`src/rtl/sdi_pkg.sv`:
```
package sdi_pkg;

  // command indexes
  localparam logic [5:0] CMD_GO_IDLE     = 6'd0;
  localparam logic [5:0] CMD_ALL_SEND_CID = 6'd2;
  localparam logic [5:0] CMD_SEND_RCA    = 6'd3;
  localparam logic [5:0] CMD_IF_COND     = 6'd8;
  localparam logic [5:0] CMD_VOLT_SWITCH = 6'd11;
  localparam logic [5:0] ACMD_SD_OP_COND = 6'd41;
  localparam logic [5:0] CMD_APP_CMD     = 6'd55;

  // expected reply kinds
  localparam logic [2:0] RK_R1 = 3'd0;
  localparam logic [2:0] RK_R2 = 3'd1;
  localparam logic [2:0] RK_R3 = 3'd2;
  localparam logic [2:0] RK_R6 = 3'd3;
  localparam logic [2:0] RK_R7 = 3'd4;

  // card kinds
  localparam logic [1:0] KIND_UNKNOWN = 2'd0;
  localparam logic [1:0] KIND_V1      = 2'd1;
  localparam logic [1:0] KIND_V2SC    = 2'd2;
  localparam logic [1:0] KIND_V2HC    = 2'd3;

  localparam logic [3:0] ERR_NONE        = 4'd0;
  localparam logic [3:0] ERR_NO_RESPONSE = 4'd1;

  localparam logic [23:0] WINDOW_RESET = 24'hff8000;

  // configuration register indexes
  localparam logic [1:0] REG_PCIE_LOW_VOLT = 2'd0;
  localparam logic [1:0] REG_PCIE_AVAIL    = 2'd1;
  localparam logic [1:0] REG_SUPPLY_VOLT   = 2'd2;
  localparam logic [1:0] REG_CHECK_PATTERN = 2'd3;

  typedef struct packed {
    logic       pcie_low_volt_support;
    logic       pcie_available;
    logic [3:0] supply_voltage_code;
    logic [7:0] check_pattern;
  } sdi_cfg_t;

endpackage

```
`src/rtl/sdi_cfg.sv`:
```
module sdi_cfg (
  input  logic            clk,
  input  logic            rst,
  input  logic            wr_en,
  input  logic [1:0]      wr_index,
  input  logic [7:0]      wr_data,
  output sdi_pkg::sdi_cfg_t cfg
);
  import sdi_pkg::*;

  always_ff @(posedge clk) begin
    if (rst) begin
      cfg.pcie_low_volt_support <= 1'b0;
      cfg.pcie_available        <= 1'b0;
      cfg.supply_voltage_code   <= 4'd1;
      cfg.check_pattern         <= 8'h55;
    end else if (wr_en) begin
      case (wr_index)
        REG_PCIE_LOW_VOLT: cfg.pcie_low_volt_support <= wr_data[0];
        REG_PCIE_AVAIL:    cfg.pcie_available        <= wr_data[0];
        REG_SUPPLY_VOLT:   cfg.supply_voltage_code   <= wr_data[3:0];
        REG_CHECK_PATTERN: cfg.check_pattern         <= wr_data;
        default: ;
      endcase
    end
  end

endmodule

```
`src/rtl/sdi_seq.sv`:
```
module sdi_seq (
  input  logic              clk,
  input  logic              rst,
  input  logic              step,
  input  logic              req_ready,
  input  logic              resp_valid,
  input  logic [31:0]       resp_arg,
  input  logic [3:0]        cmd_error,
  input  sdi_pkg::sdi_cfg_t cfg,
  output logic              cmd_valid,
  output logic [5:0]        cmd_index,
  output logic [31:0]       cmd_arg,
  output logic [2:0]        resp_kind,
  output logic              clear_status,
  output logic              slow_clock_enable,
  output logic [1:0]        card_kind,
  output logic [15:0]       card_address
);
  import sdi_pkg::*;

  typedef enum logic [3:0] {
    PH_IDLE  = 4'd0,
    PH_READY = 4'd1,
    PH_IDENT = 4'd2,
    PH_STBY  = 4'd3
  } phase_t;

  typedef enum logic [2:0] {
    IS_CMD0   = 3'd0,
    IS_CMD8   = 3'd1,
    IS_CMD55  = 3'd2,
    IS_ACMD41 = 3'd3,
    IS_CHECK  = 3'd5
  } idle_step_t;

  typedef enum logic [1:0] {
    RS_CMD11 = 2'd0,
    RS_CMD2  = 2'd1,
    RS_CHECK = 2'd2
  } ready_step_t;

  typedef enum logic {
    NS_CMD3  = 1'b0,
    NS_CHECK = 1'b1
  } ident_step_t;

  phase_t      card_phase, card_phase_next;
  idle_step_t  idle_step, idle_step_next;
  ready_step_t ready_step, ready_step_next;
  ident_step_t ident_step, ident_step_next;
  logic        request_pending, request_pending_next;
  logic        awaiting_reply, awaiting_reply_next;
  logic [5:0]  pending_index, pending_index_next;
  logic [31:0] pending_arg, pending_arg_next;
  logic [2:0]  pending_resp_kind, pending_resp_kind_next;
  logic        last_reply_busy_n, last_reply_busy_n_next;
  logic [1:0]  card_type_reg, card_type_reg_next;
  logic        high_capacity, high_capacity_next;
  logic        low_voltage_req, low_voltage_req_next;
  logic [23:0] voltage_window, voltage_window_next;
  logic [15:0] relative_address, relative_address_next;
  logic        slow_clock, slow_clock_next;
  logic        err_pulse, err_pulse_next;
  logic [31:0] if_cond_arg;
  logic [31:0] op_cond_arg;

  assign if_cond_arg = {18'd0, cfg.pcie_low_volt_support, cfg.pcie_available,
                        cfg.supply_voltage_code, cfg.check_pattern};
  assign op_cond_arg = {1'b0, high_capacity, 5'd0, low_voltage_req, voltage_window};

  always_comb begin
    card_phase_next        = card_phase;
    idle_step_next         = idle_step;
    ready_step_next        = ready_step;
    ident_step_next        = ident_step;
    request_pending_next   = request_pending;
    awaiting_reply_next    = awaiting_reply;
    pending_index_next     = pending_index;
    pending_arg_next       = pending_arg;
    pending_resp_kind_next = pending_resp_kind;
    last_reply_busy_n_next = last_reply_busy_n;
    card_type_reg_next     = card_type_reg;
    high_capacity_next     = high_capacity;
    low_voltage_req_next   = low_voltage_req;
    voltage_window_next    = voltage_window;
    relative_address_next  = relative_address;
    slow_clock_next        = slow_clock;
    err_pulse_next         = 1'b0;

    if (request_pending) begin
      if (req_ready) begin
        request_pending_next = 1'b0;
        awaiting_reply_next  = 1'b1;
      end
    end else if (resp_valid && awaiting_reply) begin
      awaiting_reply_next    = 1'b0;
      last_reply_busy_n_next = resp_arg[31];
      if (pending_resp_kind == RK_R3) begin
        if (resp_arg[31]) begin
          voltage_window_next  = resp_arg[23:0];
          high_capacity_next   = resp_arg[30];
          low_voltage_req_next = resp_arg[24];
          if (resp_arg[30]) begin
            card_type_reg_next = KIND_V2HC;
          end else if (card_type_reg == KIND_UNKNOWN) begin
            card_type_reg_next = KIND_V2SC;
          end
        end
      end else if (pending_resp_kind == RK_R6) begin
        relative_address_next = resp_arg[31:16];
      end
    end else if (awaiting_reply) begin
      // hold until the reply shows up
    end else begin
      case (card_phase)
        PH_IDLE: begin
          slow_clock_next = 1'b1;
          case (idle_step)
            IS_CMD0: begin
              card_type_reg_next     = KIND_UNKNOWN;
              high_capacity_next     = 1'b1;
              low_voltage_req_next   = 1'b0;
              relative_address_next  = 16'd0;
              request_pending_next   = 1'b1;
              pending_index_next     = CMD_GO_IDLE;
              pending_resp_kind_next = RK_R1;
              pending_arg_next       = 32'd0;
              idle_step_next         = IS_CMD8;
            end
            IS_CMD8: begin
              // an error left by cmd0 skips the request but the fields still load
              request_pending_next   = (cmd_error == ERR_NONE);
              err_pulse_next         = (cmd_error != ERR_NONE);
              pending_index_next     = CMD_IF_COND;
              pending_resp_kind_next = RK_R7;
              pending_arg_next       = if_cond_arg;
              idle_step_next         = IS_CMD55;
            end
            IS_CMD55: begin
              // no reply to cmd8 means a version 1.x card
              if (cmd_error == ERR_NO_RESPONSE) begin
                card_type_reg_next = KIND_V1;
                high_capacity_next = 1'b0;
                err_pulse_next     = 1'b1;
              end
              request_pending_next   = 1'b1;
              pending_index_next     = CMD_APP_CMD;
              pending_resp_kind_next = RK_R1;
              pending_arg_next       = 32'd0;
              idle_step_next         = IS_ACMD41;
            end
            IS_ACMD41: begin
              request_pending_next   = 1'b1;
              pending_index_next     = ACMD_SD_OP_COND;
              pending_resp_kind_next = RK_R3;
              pending_arg_next       = op_cond_arg;
              idle_step_next         = IS_CHECK;
            end
            IS_CHECK: begin
              if (!last_reply_busy_n) begin
                idle_step_next = IS_CMD55;
              end else begin
                ready_step_next = low_voltage_req ? RS_CMD11 : RS_CMD2;
                card_phase_next = PH_READY;
              end
            end
            default: begin
              idle_step_next = IS_CMD0;
            end
          endcase
        end
        PH_READY: begin
          case (ready_step)
            RS_CMD11: begin
              request_pending_next   = 1'b1;
              pending_index_next     = CMD_VOLT_SWITCH;
              pending_resp_kind_next = RK_R1;
              pending_arg_next       = 32'd0;
              ready_step_next        = RS_CMD2;
            end
            RS_CMD2: begin
              request_pending_next   = 1'b1;
              pending_index_next     = CMD_ALL_SEND_CID;
              pending_resp_kind_next = RK_R2;
              pending_arg_next       = 32'd0;
              ready_step_next        = RS_CHECK;
            end
            RS_CHECK: begin
              card_phase_next = PH_IDENT;
              ident_step_next = NS_CMD3;
            end
            default: ;
          endcase
        end
        PH_IDENT: begin
          if (ident_step == NS_CMD3) begin
            request_pending_next   = 1'b1;
            pending_index_next     = CMD_SEND_RCA;
            pending_resp_kind_next = RK_R6;
            pending_arg_next       = 32'd0;
            ident_step_next        = NS_CHECK;
          end else begin
            card_phase_next = PH_STBY;
            slow_clock_next = 1'b0;
          end
        end
        default: ;
      endcase
    end
  end

  always_ff @(posedge clk) begin
    if (rst) begin
      card_phase        <= PH_IDLE;
      idle_step         <= IS_CMD0;
      ready_step        <= RS_CMD11;
      ident_step        <= NS_CMD3;
      request_pending   <= 1'b0;
      awaiting_reply    <= 1'b0;
      pending_index     <= 6'd0;
      pending_arg       <= 32'd0;
      pending_resp_kind <= RK_R1;
      last_reply_busy_n <= 1'b0;
      card_type_reg     <= KIND_UNKNOWN;
      high_capacity     <= 1'b1;
      low_voltage_req   <= 1'b0;
      voltage_window    <= WINDOW_RESET;
      relative_address  <= 16'd0;
      slow_clock        <= 1'b1;
      err_pulse         <= 1'b0;
    end else if (step) begin
      card_phase        <= card_phase_next;
      idle_step         <= idle_step_next;
      ready_step        <= ready_step_next;
      ident_step        <= ident_step_next;
      request_pending   <= request_pending_next;
      awaiting_reply    <= awaiting_reply_next;
      pending_index     <= pending_index_next;
      pending_arg       <= pending_arg_next;
      pending_resp_kind <= pending_resp_kind_next;
      last_reply_busy_n <= last_reply_busy_n_next;
      card_type_reg     <= card_type_reg_next;
      high_capacity     <= high_capacity_next;
      low_voltage_req   <= low_voltage_req_next;
      voltage_window    <= voltage_window_next;
      relative_address  <= relative_address_next;
      slow_clock        <= slow_clock_next;
      err_pulse         <= err_pulse_next;
    end
  end

  assign cmd_valid         = request_pending;
  assign cmd_index         = pending_index;
  assign cmd_arg           = pending_arg;
  assign resp_kind         = pending_resp_kind;
  assign clear_status      = err_pulse;
  assign slow_clock_enable = slow_clock;
  assign card_kind         = card_type_reg;
  assign card_address      = relative_address;

endmodule

```
`src/rtl/sd_card_init_sequencer.sv`:
```
// sd-mode card initialization sequencer
//
// each input item is one controller cycle as seen by the sequencer: the
// sender's req_ready, a reply strobe with its 32-bit argument, and the
// current error code. each item produces exactly one result item: the
// command request (cmd_valid/cmd_index/cmd_arg/resp_kind), the clear_status
// pulse, the slow clock enable, the card kind and the relative address
// as they stand after that cycle.
// the result of an item is registered and shown in the cycle after it is accepted.
// throughput: one item per cycle; the sequencer state itself is the result
// register, so a new item is taken whenever the output is empty or its
// item is taken in the same cycle.
// when the receiver stalls, the shown item holds and in_stall rises, so no
// further item enters until the result is taken.
// configuration: cfg_valid/cfg_ready with a 2-bit register index and 8-bit
// data, always ready; write only while the sequencer is idle.
// reset (rst, synchronous) puts the sequence back at the cmd0 step, clears
// the card info and reloads the configuration defaults.
module sd_card_init_sequencer (
  input  logic        clk,
  input  logic        rst,
  // configuration write
  input  logic        cfg_valid,
  output logic        cfg_ready,
  input  logic [1:0]  cfg_index,
  input  logic [7:0]  cfg_data,
  // input items
  input  logic        in_valid,
  output logic        in_stall,
  input  logic        req_ready,
  input  logic        resp_valid,
  input  logic [31:0] resp_arg,
  input  logic [3:0]  cmd_error,
  // result items
  output logic        out_valid,
  input  logic        out_stall,
  output logic        cmd_valid,
  output logic [5:0]  cmd_index,
  output logic [31:0] cmd_arg,
  output logic [2:0]  resp_kind,
  output logic        clear_status,
  output logic        slow_clock_enable,
  output logic [1:0]  card_kind,
  output logic [15:0] card_address
);
  import sdi_pkg::*;

  sdi_cfg_t cfg;
  logic     in_take;
  logic     out_take;

  // config registers never stall
  assign cfg_ready = 1'b1;

  sdi_cfg u_cfg (
    .clk      (clk),
    .rst      (rst),
    .wr_en    (cfg_valid),
    .wr_index (cfg_index),
    .wr_data  (cfg_data),
    .cfg      (cfg)
  );

  // the output holds while stalled, so the state may only move when the
  // result slot is free or being emptied this cycle
  assign in_stall = out_valid && out_stall;
  assign in_take  = in_valid && !in_stall;
  assign out_take = out_valid && !out_stall;

  always_ff @(posedge clk) begin
    if (rst) begin
      out_valid <= 1'b0;
    end else if (in_take) begin
      out_valid <= 1'b1;
    end else if (out_take) begin
      out_valid <= 1'b0;
    end
  end

  // sequencer state doubles as the result register
  sdi_seq u_seq (
    .clk               (clk),
    .rst               (rst),
    .step              (in_take),
    .req_ready         (req_ready),
    .resp_valid        (resp_valid),
    .resp_arg          (resp_arg),
    .cmd_error         (cmd_error),
    .cfg               (cfg),
    .cmd_valid         (cmd_valid),
    .cmd_index         (cmd_index),
    .cmd_arg           (cmd_arg),
    .resp_kind         (resp_kind),
    .clear_status      (clear_status),
    .slow_clock_enable (slow_clock_enable),
    .card_kind         (card_kind),
    .card_address      (card_address)
  );

endmodule

```
`config.mk`:
```
export PLATFORM = sky130hd
export DESIGN_NAME = sd_card_init_sequencer
export DESIGN_NICKNAME = d
export VERILOG_FILES = /design/src/rtl/sdi_pkg.sv /design/src/rtl/sdi_cfg.sv /design/src/rtl/sdi_seq.sv /design/src/rtl/sd_card_init_sequencer.sv
export SDC_FILE = /design/constraint.sdc
export NUM_CORES = 1
export LEC_CHECK = 0
export ABC_AREA = 1
export ABC_CLOCK_PERIOD_IN_PS = 2100
export BUFFER_PORTS_ARGS = -buffer_cell sky130_fd_sc_hd__buf_2
export CORE_UTILIZATION = 53
export DETAILED_ROUTE_END_ITERATION = 16
export GPL_ROUTABILITY_DRIVEN = 1
export PLACE_DENSITY = 0.81
export SLEW_MARGIN = 10
export SYNTH_ARGS = -nofsm -noshare
export SYNTH_HDL_FRONTEND = slang
export SYNTH_SLANG_ARGS = --single-unit
export TNS_END_PERCENT = 100
```
`constraint.sdc`:
```
create_clock -name clk -period 2.1 [get_ports clk]
set_input_delay 0.63 -clock clk [delete_from_list [all_inputs] [get_ports clk]]
set_output_delay 0.63 -clock clk [all_outputs]
set_load 0.02 [all_outputs]
```
# ---- Yosys cells after proc, flatten, opt, wreduce, memory -nomap -nowiden
# Cells that the tools add are included.
# W data, S select, Z words.
dict set report word_totals {
  ff_bits 115
  out_inout_bits 65
  word_cells 176
  inputBits 53
}
dict set report classes {
  eq_ne 32
  bitwise 3
  reduce_logical 44
  n_mux 75
}
# op n
set ops {}
lappend ops {{$pmux W32 S3} 2}
lappend ops {{$mux W16} 6}
lappend ops {{$mux W32} 2}
lappend ops {{$reduce_and A8 Y1} 5}
lappend ops {{$mux W1} 31}
lappend ops {{$pmux W6 S4} 1}
lappend ops {{$mux W2} 10}
lappend ops {{$ne A2 B2 Y1 const B} 10}
lappend ops {{$pmux W3 S3} 2}
lappend ops {{$pmux W6 S3} 1}
lappend ops {{$reduce_and A6 Y1} 3}
lappend ops {{$reduce_and A9 Y1} 2}
lappend ops {{$mux W4} 4}
lappend ops {{$pmux W3 S5} 1}
lappend ops {{$reduce_and A7 Y1} 2}
lappend ops {{$reduce_bool A2 Y1} 7}
lappend ops {{$eq A3 B2 Y1 const B} 4}
lappend ops {{$pmux W2 S2} 3}
lappend ops {{$pmux W4 S3} 1}
lappend ops {{$pmux W6 S2} 1}
lappend ops {{$pmux W1 S2} 5}
lappend ops {{$eq A4 B1 Y1 const B} 2}
lappend ops {{$logic_not A4 Y1} 2}
lappend ops {{$reduce_and A2 Y1} 4}
lappend ops {{25 further kinds} 43}

# ---- Logic depth before layout (Yosys ltp)
dict set report depth {
  ltp_word 7
  ltp_mapped 11
}

# ---- Cells and area by module
# A second synthesis with hierarchy kept.
dict set report unflattened {
  cells_unflattened 668
  area_unflattened_um2 4828.4
}
# module area_each_um2 seq_area_each_um2 cells_each instances
set by_module_without_submodules {}
lappend by_module_without_submodules {sdi_seq 4164.0 1821.7 574 1}
lappend by_module_without_submodules {sdi_cfg 604.3 280.3 86 1}
lappend by_module_without_submodules {sd_card_init_sequencer 60.1 20.0 8 1}

# ---- Least setup slack after synthesis
# Ideal clock, no wire load.
dict set report synth_timing {
  path_type {input to register}
  start {input out_stall}
  end {register u_seq.pending_arg[1], in the netlist u_seq.cmd_arg[1]}
  path_stages 7
  arrival_ns 1.473
  t_required_ns 1.972
  slack_ns 0.499
  path_buffers 1
  setup_ns 0.128
  cell_sequence {nand2_2 > nand2_1 > nor2_2 > nand2_4 > buf_2 > a22oi_1 > nor2_1}
}
dict set report synth_via {
  elab_chain_len 4
}
# item line_no
set synth_rtl {}
lappend synth_rtl {{start: declaration} sd_card_init_sequencer.sv:36} ;# input logic out_stall,
lappend synth_rtl {{$logic_and A1 B1 Y1} sd_card_init_sequencer.sv:66} ;# assign in_stall = out_valid && out_stall;
lappend synth_rtl {{$logic_not A1 Y1} sd_card_init_sequencer.sv:67} ;# assign in_take = in_valid && !in_stall;
lappend synth_rtl {{$logic_and A1 B1 Y1} sd_card_init_sequencer.sv:67}
lappend synth_rtl {{$reduce_and A8 Y1 (no line)} --}
lappend synth_rtl {{end signal: assignment} sdi_seq.sv:239} ;# pending_arg <= pending_arg_next;
lappend synth_rtl {{end: declaration} sdi_seq.sv:54} ;# logic [31:0] pending_arg, pending_arg_next;
# Every way passes these cells.
# A chain may end at the register's enable or synchronous reset.

# ---- Worst setup path after layout
dict set report layout_timing {
  start {register u_seq.card_phase[0]}
  end {register u_seq.pending_arg[4], in the netlist u_seq.cmd_arg[4]}
}
dict set report layout_via {
  elab_chain_len 3
  elab_cells_between_ends 9
  classes_between {eq/ne: 5; mux: 1; reduce/logical: 3}
}
# item line_no
set layout_rtl {}
lappend layout_rtl {{start: declaration} sdi_seq.sv:47} ;# phase_t card_phase, card_phase_next;
lappend layout_rtl {{start signal: assignment} sdi_seq.sv:232} ;# card_phase <= card_phase_next;
lappend layout_rtl {{$eq A4 B1 Y1, or another cell as far along} sdi_seq.sv:115} ;# case (card_phase)
lappend layout_rtl {{$ne A2 B2 Y1 (no line), or another cell as far along} --}
lappend layout_rtl {{$reduce_and A8 Y1 (no line)} --}
# Several ways; a longest one is shown, not always the timed one.

==> results.cfg <==
[sta]
period_needed_ps = 1890
setup_viol = 0
fmax_ghz = 0.530
grt_setup_unrepaired = no
timing.final.crit_share_pct = 89.8
fin_ws_ps = 214
final.setup.tns_ps = 0
skew_ps = 16.2
fin_hold_ws_ps = 451
hold_viol = 0
worst_pin_slew_ps = 680
slew_headroom_pct = 54.6
maxSlewViolCount = 0

[clock_network]
cts-htree-levels = 3
ctsLongestPathBuffers = 2
cts-root-buf = clkbuf_8
cts_buffers = 9
insertion_delay_ps = 370
cts_sinks = 106
post_cts_buffers = 0
ctsResizeCount = 0
cts_tree = yes
cts.clk_slew.worst_paths_ps = 110
holdBufCountCts = 0

[yosys]
async_flop_share_pct = 0
ys.warnings.count = 0
synthSimpleGateAreaFrac_pct = 25.2
netlist_top_cells_area = dfxtp_1 (46%), nor2_1 (8.6%), nand2_1 (7.6%)
synth-xor-area-share_pct = 0
ys_seq_area_share_pct = 45.9
synth-seq-cells = 106
synth_top_area_share_pct = 45.9
synth_area_per_cell_um2 = 7.42
synth_mux_area_share_pct = 0
ys_top_cells_by_count = dfxtp_1 (106), nor2_1 (106), nand2_1 (94)
synth_area_um2 = 4630
synth_ff_type = dfxtp_1
yosysTopAreaCell = dfxtp_1
syn_inst = 623
synth-compound-area-share_pct = 17.1
synthAdderAreaFrac_pct = 1.35
synth_edf_count = 0
synth_cell_type_count = 38
synth_top_family_by_area = simple AND/OR/NAND/NOR gates

[hold_path]
holdPathStages = 2
hold_start = u_seq.voltage_window[0]
hold_class = reg -> reg
whs_endpoint = u_seq.voltage_window[0]

[detailed_routing]
wl_per_cell_um = 14.0
ant_nets = 0
initialDrtViolationCount = 228
post-route-drc-count = 0
wirelength_mm = 11.6
vias = 4405
dr.pass1.iters = 4
vias_per_cell = 5.32

[worst_setup_path]
crit_chain = inv_1, ha_1, nand2_1, nand2_1, nor2_4, nand2_4, buf_4, a22oi_1, nor2_1
reg2reg_slack_ps = 210
crit_type = reg -> reg
end_kind = flop
arrival_ps = 2130
slowest_delay_ps = 420
rr_worst_depth = 9
slowest_stage = dfxtp_1
critPathLaunchType = flop
worstPathRequired_ps = 2350
r2r-end = u_seq.cmd_arg[4]
reg2reg_from = u_seq.card_phase[0]
critical_path_peak_fanout = 19
cp_common_cell = nand2_1

[floorplanning]
die_y_um = 95.4
die_area_um2 = 9100
ios = 118
fp.dieW_um = 95.4
core_um2 = 8340
num_rows = 33
initial_core_util_pct = 55.5

[grt]
global_route.overflow_total = 0
grt_usage_pct = 26.1
grt_pass1_wl_mm = 18.6
grt_max_degree = 66
antenna_found_initial = 0
first_global_vias = 4170

[power_and_ir_drop]
power_density_nw_per_um2 = 826
power_leakage_nw = 2.55
vdd_ir_drop_max_v = 0.000469

[place]
dp_slack_ps = 143
port_buffers = 110
gp_congestion = 0.883
dp_hpwl_mm = 8.15

[finish]
antenna_cells = 0
fill_cells = 731
final_nets = 776
regArea_um2 = 2120
drive_above_1_share_pct = 22.3
area_growth_syn_to_layout_pct = 16.6
multiInputGateArea_um2 = 2050

[job]
cap_violations = 0

[outcome]
status = finished, final reports clean
how the worst max path moves through the flow:
stage | start | end | slack [ps] | cells after the start
finish | u_seq.card_phase[0] | u_seq.cmd_arg[4] | 210 | 9
global route | u_seq.card_phase[0] | u_seq.cmd_index[4] | 20 | 10
CTS | u_seq.card_phase[0] | u_seq.cmd_index[0] | 150 | 10
detailed placement | out_stall | u_seq.cmd_index[0] | 140 | 9
global placement | out_stall | u_seq.cmd_index[4] | 210 | 9
floorplan | out_stall | u_seq.cmd_arg[1] | 500 | 7
layout by cell type (no fill, tap or decap), types with 3 or more instances in the layout:
cell type / Yosys / layout
ha_1: 5 / 5
o21ai_0: 66 / 66
conb_1: 2 / 7
buf_4: 12 / 6
nand3_1: 32 / 32
clkbuf_8: 0 / 9
a21oi_1: 45 / 45
inv_2: 5 / 4
dfxtp_1: 106 / 106
nand2_1: 94 / 94
inv_1: 58 / 58
o211ai_1: 9 / 9
nor2_1: 106 / 106
buf_2: 11 / 110
a22oi_1: 14 / 14
nor2_4: 3 / 3
nand4_1: 3 / 3
nor2_2: 3 / 3
nor3_1: 7 / 7
routing by layer:
metal	up-vias	routed length, µm	GRT usage, %
met5	-	0	0
met3	21	788	5.18
met4	0	202	10.7
met1	2033	4870	31.8
li1	2192	-	-
met2	159	5720	44.9
registers in the layout (all words and copies together), names as in the netlist:
register / count
u_seq.idle_step: 3
u_seq.card_address: 16
u_seq.last_reply_busy_n: 1
u_seq.high_capacity: 1
u_seq.resp_kind: 3
u_seq.cmd_index: 5
u_seq.slow_clock_enable: 1
u_seq.awaiting_reply: 1
u_seq.cmd_valid: 1
u_seq.ready_step: 2
u_seq.ident_step: 1
u_seq.cmd_arg: 26
u_seq.card_phase: 2
u_seq.clear_status: 1
u_cfg.cfg: 14
u_seq.card_kind: 2
u_seq.voltage_window: 24
out_valid: 1
u_seq.low_voltage_req: 1
critical path, delay by kind of cell, from the launching register on:
| kind | cells | cell delay [ps] |
|---|---|---|
| flip-flops | 1 | 420 |
| adder cells (fa/ha/maj) | 1 | 270 |
| AO/OA/AOI/OAI | 1 | 210 |
| AND/OR/NAND/NOR | 5 | 510 |
| buffers and inverters | 2 | 350 |
through the flow:
step / cell area [µm²] / cells / util [%] / total power [mW]
3_5_place_dp: 5180 / 812 / 62.2 / 3.17
6_report: 5390 / 828 / 64.7 / 4.46
5_1_grt: 5390 / 828 / 64.7 / 4.66
3_3_place_gp: 5180 / 812 / 62.2 / 3.14
4_1_cts: 5390 / 828 / 64.7 / 4.47
2_1_floorplan: 4640 / 628 / - / 2.92
report_power, final:
part | switching (mW) | internal, mW | leakage (nW)
sequential | 0.0866 | 2.13 | 0.862
combinational | 0.617 | 0.290 | 1.59
clock | 0.754 | 0.575 | 0.0999
cells by family (layout without fill, tap and decap cells):
group	Yosys count	after routing
adders and majority gates	5	5
buffers and inverters	104	199
other	2	7
and+or+nand+nor	264	264
DFF	106	106
AOI/OAI and AO/OA	142	142
area by class of cell:
| type | instances | share of cell area (%) |
|---|---|---|
| clock inverter | 7 | 1.58 |
| multi-input combinational | 418 | 37.9 |
| sequential | 106 | 39.3 |
| tap | 105 | 2.44 |
| timing repair buffer | 118 | 11.8 |
| inverter | 65 | 4.64 |
| clock buffer | 9 | 2.30 |
Note: power is estimated with default switching activity, not from simulation.
